File: src/hdl/gbe_pkg.sv
// shared types and constants for the glyph bitmap expander
package gbe_pkg;

	localparam int DEF_MAX_GLYPH_DIM = 76;
	localparam int COLOR_W = 16;
	localparam int DIM_W = 7;
	localparam int BYTE_CNT_W = 4;
	localparam int PIX_IDX_W = 3;
	localparam int QUEUE_DEPTH = 2;
	localparam int QPTR_W = 1;
	localparam int QCNT_W = 2;
	localparam int APB_ADDR_W = 4;
	localparam int APB_DATA_W = 32;

	typedef enum logic [1:0] {
		REG_FG_COLOR = 2'd0,
		REG_BG_COLOR = 2'd1,
		REG_GLYPH_WIDTH = 2'd2,
		REG_GLYPH_HEIGHT = 2'd3
	} gbe_reg_t;

	typedef struct packed {
		logic [7:0] data;
		logic [PIX_IDX_W-1:0] last_col;
		logic glyph_end;
	} gbe_cmd_t;

	typedef struct packed {
		logic full;
		logic empty;
	} gbe_qstat_t;

endpackage

File: src/hdl/gbe_front.sv
// front end: accepts bitmap bytes, tracks byte and row position, classifies each byte
module gbe_front import gbe_pkg::*; #(
	parameter int MAX_GLYPH_DIM = DEF_MAX_GLYPH_DIM
) (
	input  logic clk,
	input  logic arst_n,
	input  logic glyph_valid,
	output logic glyph_stall,
	input  logic [7:0] glyph_byte,
	input  logic [DIM_W-1:0] glyph_width,
	input  logic [DIM_W-1:0] glyph_height,
	input  gbe_qstat_t qstat,
	output logic push,
	output gbe_cmd_t push_cmd
);

	logic [BYTE_CNT_W-1:0] byte_in_row_q;
	logic [DIM_W-1:0] row_index_q;
	logic [DIM_W-1:0] w_m1;
	logic [DIM_W-1:0] h_m1;
	logic [BYTE_CNT_W-1:0] bpr_m1;
	logic last_byte;
	logic last_row;

	function automatic logic [DIM_W-1:0] clamp_m1(input logic [DIM_W-1:0] v);
		logic [DIM_W-1:0] r;
		if (v == '0) begin
			r = '0;
		end else if ({1'b0, v} > (DIM_W+1)'(MAX_GLYPH_DIM)) begin
			r = DIM_W'(MAX_GLYPH_DIM - 1);
		end else begin
			r = v - DIM_W'(1);
		end
		return r;
	endfunction

	always_comb begin
		w_m1 = clamp_m1(glyph_width);
		h_m1 = clamp_m1(glyph_height);
		bpr_m1 = BYTE_CNT_W'(w_m1 >> 3);
		last_byte = (byte_in_row_q >= bpr_m1);
		last_row = (row_index_q >= h_m1);
		glyph_stall = qstat.full;
		push = glyph_valid && !qstat.full;
		push_cmd.data = glyph_byte;
		push_cmd.last_col = last_byte ? w_m1[PIX_IDX_W-1:0] : '1;
		push_cmd.glyph_end = last_byte && last_row;
	end

	always_ff @(posedge clk or negedge arst_n) begin
		if (!arst_n) begin
			byte_in_row_q <= '0;
			row_index_q <= '0;
		end else if (push) begin
			if (last_byte) begin
				byte_in_row_q <= '0;
				row_index_q <= last_row ? '0 : row_index_q + DIM_W'(1);
			end else begin
				byte_in_row_q <= byte_in_row_q + BYTE_CNT_W'(1);
				row_index_q <= last_row ? h_m1 : row_index_q;
			end
		end
	end

endmodule

File: src/hdl/gbe_queue.sv
// two-entry queue between front and back end
module gbe_queue import gbe_pkg::*; (
	input  logic clk,
	input  logic arst_n,
	input  logic push,
	input  gbe_cmd_t push_cmd,
	input  logic pop,
	output gbe_qstat_t qstat,
	output gbe_cmd_t head_cmd
);

	gbe_cmd_t mem_q [QUEUE_DEPTH];
	logic [QPTR_W-1:0] wr_ptr_q;
	logic [QPTR_W-1:0] rd_ptr_q;
	logic [QCNT_W-1:0] count_q;

	always_comb begin
		qstat.full = (count_q == QCNT_W'(QUEUE_DEPTH));
		qstat.empty = (count_q == '0);
		head_cmd = mem_q[rd_ptr_q];
	end

	always_ff @(posedge clk) begin
		if (push) begin
			mem_q[wr_ptr_q] <= push_cmd;
		end
	end

	always_ff @(posedge clk or negedge arst_n) begin
		if (!arst_n) begin
			wr_ptr_q <= '0;
			rd_ptr_q <= '0;
			count_q <= '0;
		end else begin
			if (push) begin
				wr_ptr_q <= wr_ptr_q + QPTR_W'(1);
			end
			if (pop) begin
				rd_ptr_q <= rd_ptr_q + QPTR_W'(1);
			end
			case ({push, pop})
				2'b10: count_q <= count_q + QCNT_W'(1);
				2'b01: count_q <= count_q - QCNT_W'(1);
				default: count_q <= count_q;
			endcase
		end
	end

endmodule

File: src/hdl/gbe_back.sv
// back end: walks the pixels of the head byte and drives the registered pixel output
module gbe_back import gbe_pkg::*; (
	input  logic clk,
	input  logic arst_n,
	input  logic [COLOR_W-1:0] fg_color,
	input  logic [COLOR_W-1:0] bgnd_color,
	input  gbe_qstat_t qstat,
	input  gbe_cmd_t head_cmd,
	output logic pop,
	output logic pixel_valid,
	input  logic pixel_stall,
	output logic [COLOR_W-1:0] pixel_rgb,
	output logic last_of_byte,
	output logic last_of_glyph
);

	logic [PIX_IDX_W-1:0] col_q;
	logic out_valid_q;
	logic [COLOR_W-1:0] color_q;
	logic lob_q;
	logic log_q;
	logic load;
	logic emit;
	logic bit_set;
	logic end_col;

	always_comb begin
		load = !out_valid_q || !pixel_stall;
		emit = load && !qstat.empty;
		bit_set = head_cmd.data[PIX_IDX_W'(7) - col_q];
		end_col = (col_q == head_cmd.last_col);
		pop = emit && end_col;
		pixel_valid = out_valid_q;
		pixel_rgb = color_q;
		last_of_byte = lob_q;
		last_of_glyph = log_q;
	end

	always_ff @(posedge clk or negedge arst_n) begin
		if (!arst_n) begin
			col_q <= '0;
			out_valid_q <= 1'b0;
		end else begin
			if (load) begin
				out_valid_q <= !qstat.empty;
			end
			if (emit) begin
				col_q <= end_col ? '0 : col_q + PIX_IDX_W'(1);
			end
		end
	end

	always_ff @(posedge clk) begin
		if (emit) begin
			color_q <= bit_set ? fg_color : bgnd_color;
			lob_q <= end_col;
			log_q <= end_col && head_cmd.glyph_end;
		end
	end

endmodule

File: src/hdl/glyph_bitmap_to_rgb565_expander.sv
// top level of the glyph bitmap to rgb565 expander
//
//   channel   direction  handshake                     payload
//   glyph     in         glyph_valid / glyph_stall     glyph_byte
//   pixel     out        pixel_valid / pixel_stall     pixel_rgb, last_of_byte, last_of_glyph
//   config    in         apb psel/penable/pready       paddr, pwdata, prdata
//
// one pixel leaves per cycle while pixel_stall is low and the queue holds a byte;
// a byte gives 1 to 8 pixels, one per column it covers; the pixel walker in the back end
// sets the rate; the front takes a byte per cycle until the two-entry queue is full
// a byte is written into the queue first, then its first pixel into the output register
// reset clears counters, queue and output valid; registers return to their defaults
// pixel_stall holds the output register; glyph_stall rises only when the queue is full
module glyph_bitmap_to_rgb565_expander import gbe_pkg::*; #(
	parameter int MAX_GLYPH_DIM = DEF_MAX_GLYPH_DIM
) (
	input  logic clk,
	input  logic arst_n,
	input  logic glyph_valid,
	output logic glyph_stall,
	input  logic [7:0] glyph_byte,
	output logic pixel_valid,
	input  logic pixel_stall,
	output logic [COLOR_W-1:0] pixel_rgb,
	output logic last_of_byte,
	output logic last_of_glyph,
	input  logic psel,
	input  logic penable,
	input  logic pwrite,
	input  logic [APB_ADDR_W-1:0] paddr,
	input  logic [APB_DATA_W-1:0] pwdata,
	output logic [APB_DATA_W-1:0] prdata,
	output logic pready
);

	logic [COLOR_W-1:0] fg_color_q;
	logic [COLOR_W-1:0] bg_color_q;
	logic [DIM_W-1:0] glyph_width_q;
	logic [DIM_W-1:0] glyph_height_q;
	logic cfg_wr;
	gbe_reg_t reg_sel;
	gbe_qstat_t qstat;
	gbe_cmd_t push_cmd;
	gbe_cmd_t head_cmd;
	logic push;
	logic pop;

	assign pready = 1'b1;
	assign cfg_wr = psel && penable && pwrite && pready;
	assign reg_sel = gbe_reg_t'(paddr[3:2]);

	always_ff @(posedge clk or negedge arst_n) begin
		if (!arst_n) begin
			fg_color_q <= '1;
			bg_color_q <= '0;
			glyph_width_q <= DIM_W'(8);
			glyph_height_q <= DIM_W'(16);
		end else if (cfg_wr) begin
			case (reg_sel)
				REG_FG_COLOR: fg_color_q <= pwdata[COLOR_W-1:0];
				REG_BG_COLOR: bg_color_q <= pwdata[COLOR_W-1:0];
				REG_GLYPH_WIDTH: glyph_width_q <= pwdata[DIM_W-1:0];
				REG_GLYPH_HEIGHT: glyph_height_q <= pwdata[DIM_W-1:0];
				default: ;
			endcase
		end
	end

	always_comb begin
		case (reg_sel)
			REG_FG_COLOR: prdata = APB_DATA_W'(fg_color_q);
			REG_BG_COLOR: prdata = APB_DATA_W'(bg_color_q);
			REG_GLYPH_WIDTH: prdata = APB_DATA_W'(glyph_width_q);
			REG_GLYPH_HEIGHT: prdata = APB_DATA_W'(glyph_height_q);
			default: prdata = '0;
		endcase
	end

	gbe_front #(
		.MAX_GLYPH_DIM(MAX_GLYPH_DIM)
	) u_front (
		.clk(clk),
		.arst_n(arst_n),
		.glyph_valid(glyph_valid),
		.glyph_stall(glyph_stall),
		.glyph_byte(glyph_byte),
		.glyph_width(glyph_width_q),
		.glyph_height(glyph_height_q),
		.qstat(qstat),
		.push(push),
		.push_cmd(push_cmd)
	);

	gbe_queue u_queue (
		.clk(clk),
		.arst_n(arst_n),
		.push(push),
		.push_cmd(push_cmd),
		.pop(pop),
		.qstat(qstat),
		.head_cmd(head_cmd)
	);

	gbe_back u_back (
		.clk(clk),
		.arst_n(arst_n),
		.fg_color(fg_color_q),
		.bgnd_color(bg_color_q),
		.qstat(qstat),
		.head_cmd(head_cmd),
		.pop(pop),
		.pixel_valid(pixel_valid),
		.pixel_stall(pixel_stall),
		.pixel_rgb(pixel_rgb),
		.last_of_byte(last_of_byte),
		.last_of_glyph(last_of_glyph)
	);

endmodule

File: config.mk
export PLATFORM = sky130hd
export DESIGN_NAME = glyph_bitmap_to_rgb565_expander
export DESIGN_NICKNAME = d
export VERILOG_FILES = /design/src/hdl/gbe_pkg.sv /design/src/hdl/gbe_front.sv /design/src/hdl/gbe_queue.sv /design/src/hdl/gbe_back.sv /design/src/hdl/glyph_bitmap_to_rgb565_expander.sv
export SDC_FILE = /design/constraint.sdc
export NUM_CORES = 1
export LEC_CHECK = 0
export ABC_AREA = 0
export BUFFER_PORTS_ARGS = -buffer_cell sky130_fd_sc_hd__buf_2
export CAP_MARGIN = 20
export CORE_UTILIZATION = 51
export CTS_CLUSTER_DIAMETER = 150
export CTS_CLUSTER_SIZE = 20
export DETAILED_ROUTE_END_ITERATION = 6
export PLACE_DENSITY_LB_ADDON = 0.15
export SLEW_MARGIN = 20
export SYNTH_ARGS = -nofsm -noshare
export SYNTH_HDL_FRONTEND = slang
export SYNTH_HIERARCHICAL = 1
export SYNTH_SLANG_ARGS = --single-unit
File: constraint.sdc
create_clock -name clk -period 2.89 [get_ports clk]
set_clock_uncertainty 0.05 [all_clocks]
set_input_delay 0.289 -clock clk [delete_from_list [all_inputs] [get_ports clk]]
set_output_delay 0.289 -clock clk [all_outputs]
set_load 0.02 [all_outputs]
After elaboration in Yosys (flattened, before gate mapping)
Memories as Yosys holds them, arrays and structs flattened.
Cells that the tools add are included.
{"block": "word_totals", "regBits": 83, "mem_bits_rw": 24, "input_bits": 51, "output_inout_bits": 53, "elab_cells": 77, "mem_count": 1}
{"block": "classes", "n_addsub": 10, "n_lt_le_gt_ge": 5, "n_eq_ne": 7, "muxes": 17, "n_reduce_logical": 23}
{"name": "u_queue.mem_q", "words": 2, "word_bits": 12, "read_ports": 1, "rd_clocked_by_memory_dff": 0, "wr": 1, "line_no": "gbe_queue.sv:12", "source": "gbe_cmd_t mem_q [QUEUE_DEPTH];"}
{"op": "one-hot mux 32 bit (4 select lines)", "n": 1}
{"op": "2-to-1 mux 7 bit", "n": 7}
{"op": "2-to-1 mux 16 bit", "n": 1}
{"op": "> comparator 7 bit (second input constant)", "n": 2}
{"op": "zero test 7 bit", "n": 2}
{"op": "subtractor 7 x 1 -> 7 bit (second input constant)", "n": 2}
{"op": "AND reduction 2 bit", "n": 5}
{"op": "== test 2 bit (second input constant)", "n": 4}
{"op": "adder 7 x 1 -> 7 bit (second input constant)", "n": 1}
{"op": "greater-or-equal comparator 7 bit", "n": 1}
{"op": "logical AND 1 bit", "n": 7}
{"op": "2-to-1 mux 3 bit", "n": 2}
{"op": "adder 4 x 1 -> 4 bit (second input constant)", "n": 1}
{"op": "== test 2 x 1 -> 1 bit (second input constant)", "n": 2}
{"op": "greater-or-equal comparator 4 bit", "n": 1}
{"op": "zero test 1 bit", "n": 4}
{"op": "zero test 2 bit", "n": 2}
{"op": "less-than comparator 3 x 4 -> 1 bit (second input constant)", "n": 1}
{"op": "2-to-1 mux 4 bit", "n": 1}
{"op": "one-hot mux 2 bit (2 select lines)", "n": 1}
{"op": "nonzero test 2 bit", "n": 2}
{"op": "adder 3 x 1 -> 3 bit (second input constant)", "n": 1}
{"op": "binary-select mux 1 bit (select 3 bit)", "n": 1}
{"op": "== test 3 bit", "n": 1}
{"op": "6 further kinds", "n": 9}

Depth between registers and ports, before layout
{"block": "depth", "ltp_word": 6, "ltp_mapped": 13, "ltp_nobuf": 12}

Hierarchy
The synthesis kept the hierarchy.
{"mod": "glyph_bitmap_to_rgb565_expander", "instances": 1, "cells_per_inst": 151, "area_per_inst_um2": 2275.9, "seq_area_each_um2": 1173.6}
{"mod": "gbe_front", "instances": 1, "cells_per_inst": 173, "area_per_inst_um2": 1401.3, "seq_area_each_um2": 275.3}
{"mod": "gbe_back", "instances": 1, "cells_per_inst": 64, "area_per_inst_um2": 1082.3, "seq_area_each_um2": 640.6}
{"mod": "gbe_queue", "instances": 1, "cells_per_inst": 53, "area_per_inst_um2": 1053.5, "seq_area_each_um2": 820.8}

Least setup slack after synthesis
Ideal clock, no wire load.
{"block": "synth_path", "path_type": "register to register", "startpoint": "reg glyph_height_q[0]", "endpoint": "reg u_front.row_index_q[4]", "setup_time_ps": 139, "arrival_ps": 2888, "required_time_ps": 2701, "slack_ps": -188, "path_stages_with_launch": 14, "n_path_buf": 1, "synth_period_minus_slack_ps": 3078, "cell_sequence": "dfrtp_1 > inv_1 > ha_1 > and3b_1 > o31ai_2 > nand2b_1 > or2_2 > ha_1 > a21o_1 > a221oi_2 > and2_4 > buf_12 > mux2i_1 > o221ai_1"}
{"block": "synth_between", "elab_chain_len": 6, "word_cells_on_any_way": 11, "classes_between": "add/sub (1); order compare (2); mux (5); reduce/logical (3)"}
{"item": "start: declaration", "line_no": "glyph_bitmap_to_rgb565_expander.sv:39", "source": "logic [DIM_W-1:0] glyph_height_q;"}
{"item": "start signal: assignment", "line_no": "glyph_bitmap_to_rgb565_expander.sv:63", "source": "REG_GLYPH_HEIGHT: glyph_height_q <= pwdata[DIM_W-1:0];"}
{"item": "subtractor 7 x 1 -> 7 bit or > comparator 7 bit (tied branches)", "line_no": "gbe_front.sv:32, gbe_front.sv:29"}
{"item": "2-to-1 mux 7 bit", "line_no": "gbe_front.sv:29", "source": "end else if ({1'b0, v} > (DIM_W+1)'(MAX_GLYPH_DIM)) begin"}
{"item": "2-to-1 mux 7 bit *", "line_no": "gbe_front.sv:27", "source": "if (v == '0) begin"}
{"item": "greater-or-equal comparator 7 bit", "line_no": "gbe_front.sv:42", "source": "last_row = (row_index_q >= h_m1);"}
{"item": "2-to-1 mux 7 bit or nonzero test 2 bit (tied branches)"}
{"item": "2-to-1 mux 7 bit or AND reduction 2 bit (tied branches)"}
{"item": "end signal: assignment", "line_no": "gbe_front.sv:57", "source": "row_index_q <= last_row ? '0 : row_index_q + DIM_W'(1);"}
{"item": "end signal: assignment", "line_no": "gbe_front.sv:60", "source": "row_index_q <= last_row ? h_m1 : row_index_q;"}
{"item": "end: declaration", "line_no": "gbe_front.sv:18", "source": "logic [DIM_W-1:0] row_index_q;"}
Mark *: on every way between the ends. The rest lies on a longest branch, timed or not. The select of a mux whose other input is x is not followed.
A chain may end at the register's enable or synchronous reset.

Worst setup path after layout
{"block": "layout_path", "startpoint": "reg glyph_height_q[0]", "endpoint": "reg u_front.row_index_q[3]"}
The elaborated chain is that of the path after synthesis.

==> flow_summary.json <==
{
  "die_area_um2": 11830,
  "power_uw": 7412,
  "crit_path_end": "u_front/row_index_q[3]",
  "syn-mean-instance-area_um2": 13.18,
  "finalCritPeriodShare": 1.052,
  "drcViolationCount": 0,
  "worstPathArrival_ps": 3210,
  "start_util": 0.5293,
  "critPathCaptureType": "register",
  "syn_to_final_growth_pct": 17.91,
  "die_y_um": 108.8,
  "synth_edf_count": 42,
  "timing.rr.end": "u_front/row_index_q[3]",
  "grt_overflow": 0,
  "reg2reg_setup_slack_ps": -150,
  "synthSimpleGateAreaFrac": 0.08997,
  "clockBufferDepth": 2,
  "power_density_nw_per_um2": 1081,
  "min_path_type": "input pin to asynchronous set/reset pin",
  "hold_viol_final": 0,
  "rsz0062_at_grt": "yes",
  "cts_hold_buf": 0,
  "grt_util_all_layers": 0.2089,
  "synth_compound_area_frac": 0.05101,
  "drive_gt1_frac": 0.4787,
  "grt_max_degree": 66,
  "port_buffers": 68,
  "grt_pass1_vias": 3653,
  "final_nets": 605,
  "violations": "setup timing",
  "tightest_slew_ps": 852.4,
  "min_period_ps": 3041,
  "cts_tree": "built",
  "final_cell_mix": "68 x buf_2, 55 x mux2_2, 47 x dfrtp_1",
  "layoutNonFillerInstCount": 681,
  "fp-row-count": 38,
  "nFillCells": 848,
  "ant_nets": 0,
  "ys_types": 58,
  "hpwlAfterDp_um": 7739,
  "postLayoutSetupSlackWorst_ps": -150.9,
  "synth_top_family_by_area": "multiplexers",
  "synthesis.area_um2": 5813,
  "die_w_um": 108.8,
  "leakage_uw": 0.003002,
  "cp_max_fo": 6,
  "clock.fmax_ghz": 0.3288,
  "dr.pass1.iters": 5,
  "status": "finished, violations left",
  "via_per_inst": 5.455,
  "worstReg2RegStart": "glyph_height_q[0]",
  "postSynthCellCount": 441,
  "r2r_cells": 13,
  "grt_pass1_wl_um": 18300,
  "final_common_cell": "buf_2",
  "critPathKind": "register to register",
  "place_inst": 654,
  "setup_viol": 7,
  "antenna_found_initial": 0,
  "wl_per_cell_um": 17.15,
  "yosys_warnings": 6,
  "synth_fa_ha_area_frac": 0.03874,
  "synth-seq-area-share": 0.5006,
  "clkLatencyLatePin_ps": 360,
  "synthMuxAreaShare": 0.2258,
  "maxCapViolations": 0,
  "first_iter_violations": 175,
  "timing.slew.headroom": 0.4317,
  "drt-total-wl_um": 11680,
  "cts_buffers": 9,
  "core_um2": 10980,
  "slew_violations": 0,
  "h-tree-depth": 3,
  "ys_async_sr_fraction": 0.6075,
  "cts-root-buf": "clkbuf_16",
  "setup.worst_path.start": "glyph_height_q[0]",
  "cts_sinks": 107,
  "io_pins": 104,
  "synth_ff_type": "dfrtp_1",
  "num_vias": 3715,
  "clk_pin_slew_ps": 70,
  "whs_ps": 68.22,
  "crit_path_start_kind": "register",
  "worstPathRequired_ps": 3060,
  "ir_drop_v": 0.0006056,
  "place_congestion": 0.7806,
  "synthXorXnorAreaFrac": 0.02411,
  "ys_ff_latch": 107,
  "n_antenna_cell": 0
}
==> report_power, final <==
part	switching [uW]	internal (uW)	total [uW]
Combinational	1750	1770	3520
Clock	572	650	1220
Sequential	411	2260	2670
Total	2730	4680	7410
==> cell usage after synthesis (all sizes together), types with 9 or more instances <==
master | number | area [um^2]
dfrtp | 47 | 1176
nand2 | 18 | 67.56
nor2 | 24 | 92.59
mux2i | 19 | 190.2
dfstp | 18 | 473.0
buf | 40 | 337.8
ha | 18 | 225.2
edfxtp | 42 | 1261
nor3 | 11 | 60.06
inv | 13 | 48.79
xor2 | 11 | 96.34
mux2 | 75 | 919.6
o21ai | 10 | 50.05
nand2b | 9 | 56.30
==> cells by family after synthesis <==
logic type	Yosys count
XOR/XNOR	16
multiplexers	102
other	2
AND/OR/NAND/NOR	99
adder cells (fa/ha/maj)	18
flip-flops	107
AO/OA/AOI/OAI	41
buffers and inverters	56
==> final cells by class <==
| cell class | count | area, um^2 | area share |
|---|---|---|---|
| flip-flops and latches | 107 | 2910 | 0.4246 |
| multi-input cells | 295 | 2741 | 0.4000 |
| repair buffers | 109 | 676.9 | 0.09876 |
| clock buffers | 11 | 254.0 | 0.03706 |
| well taps | 140 | 175.2 | 0.02556 |
| inverters | 14 | 52.55 | 0.007667 |
| clock inverters | 5 | 43.79 | 0.006389 |
==> sequential cells by signal (all words and copies together) (netlist names) <==
signal and flops:
glyph_width_q 7, u_front/row_index_q 7, u_back/last_of_byte 1, u_back/pixel_rgb 16, u_front/byte_in_row_q 4, u_queue/mem_q 24, fg_color_q 16, u_back/col_q 3
u_back/last_of_glyph 1, u_back/pixel_valid 1, u_queue/rd_ptr_q 1, u_queue/wr_ptr_q 1, glyph_height_q 7, u_queue/count_q 2, bg_color_q 16
==> layer usage <==
| metal | global-route usage | wire length (um) |
|---|---|---|
| met1 | 0.2661 | 5187 |
| met2 | 0.3377 | 5933 |
| met4 | 0.09266 | 137 |
| met3 | 0.05140 | 418 |
| met5 | 0 | 0 |
==> worst max-delay path, stage by stage, from the launching register on <==
cell       delay (ps)
dfrtp_1           380
inv_1              60
ha_2              190
and3b_2           220
o31ai_4           320
buf_4             170
o21ai_2            50
ha_1              260
nand2b_1          140
a211o_1           300
o2111ai_2         100
and2_4            270
mux2i_1           250
o221ai_1          150
==> metrics by stage <==
| step | setup TNS, ps | cell area (um^2) | worst slack [ps] | util |
|---|---|---|---|---|
| after global routing | -1380 | 6854 | -244.2 | 0.6241 |
| after floorplan | -180.3 | 5887 | -64.06 | - |
| after detailed placement | -3745 | 6326 | -335.2 | 0.5760 |
| final | -524.1 | 6854 | -150.9 | 0.6241 |
| after global placement | -1176 | 6326 | -138.5 | 0.5760 |
| after CTS | -25.73 | 6696 | -12.98 | 0.6097 |
==> worst min-delay path by stage <==
stage	end	slack, ps	cells past startpoint
after floorplan	bg_color_q[0]	-60	0
after global placement	u_queue/wr_ptr_q	420	1
after detailed placement	u_queue/wr_ptr_q	430	1
after CTS	u_queue/mem_q[0][10]	60	1
after global routing	u_queue/mem_q[0][5]	60	1
final	u_front/row_index_q[5]	70	2
==> what timing repair did <==
action | in CTS | in global routing
endpoints found under the setup margin | 17 | 17
pin swaps | 3 | 9
setup buffers | 5 | 4
resized for setup | 7 | 24
gates cloned | 1 | 1
No activity file was read; power rests on OpenSTA's default activity.
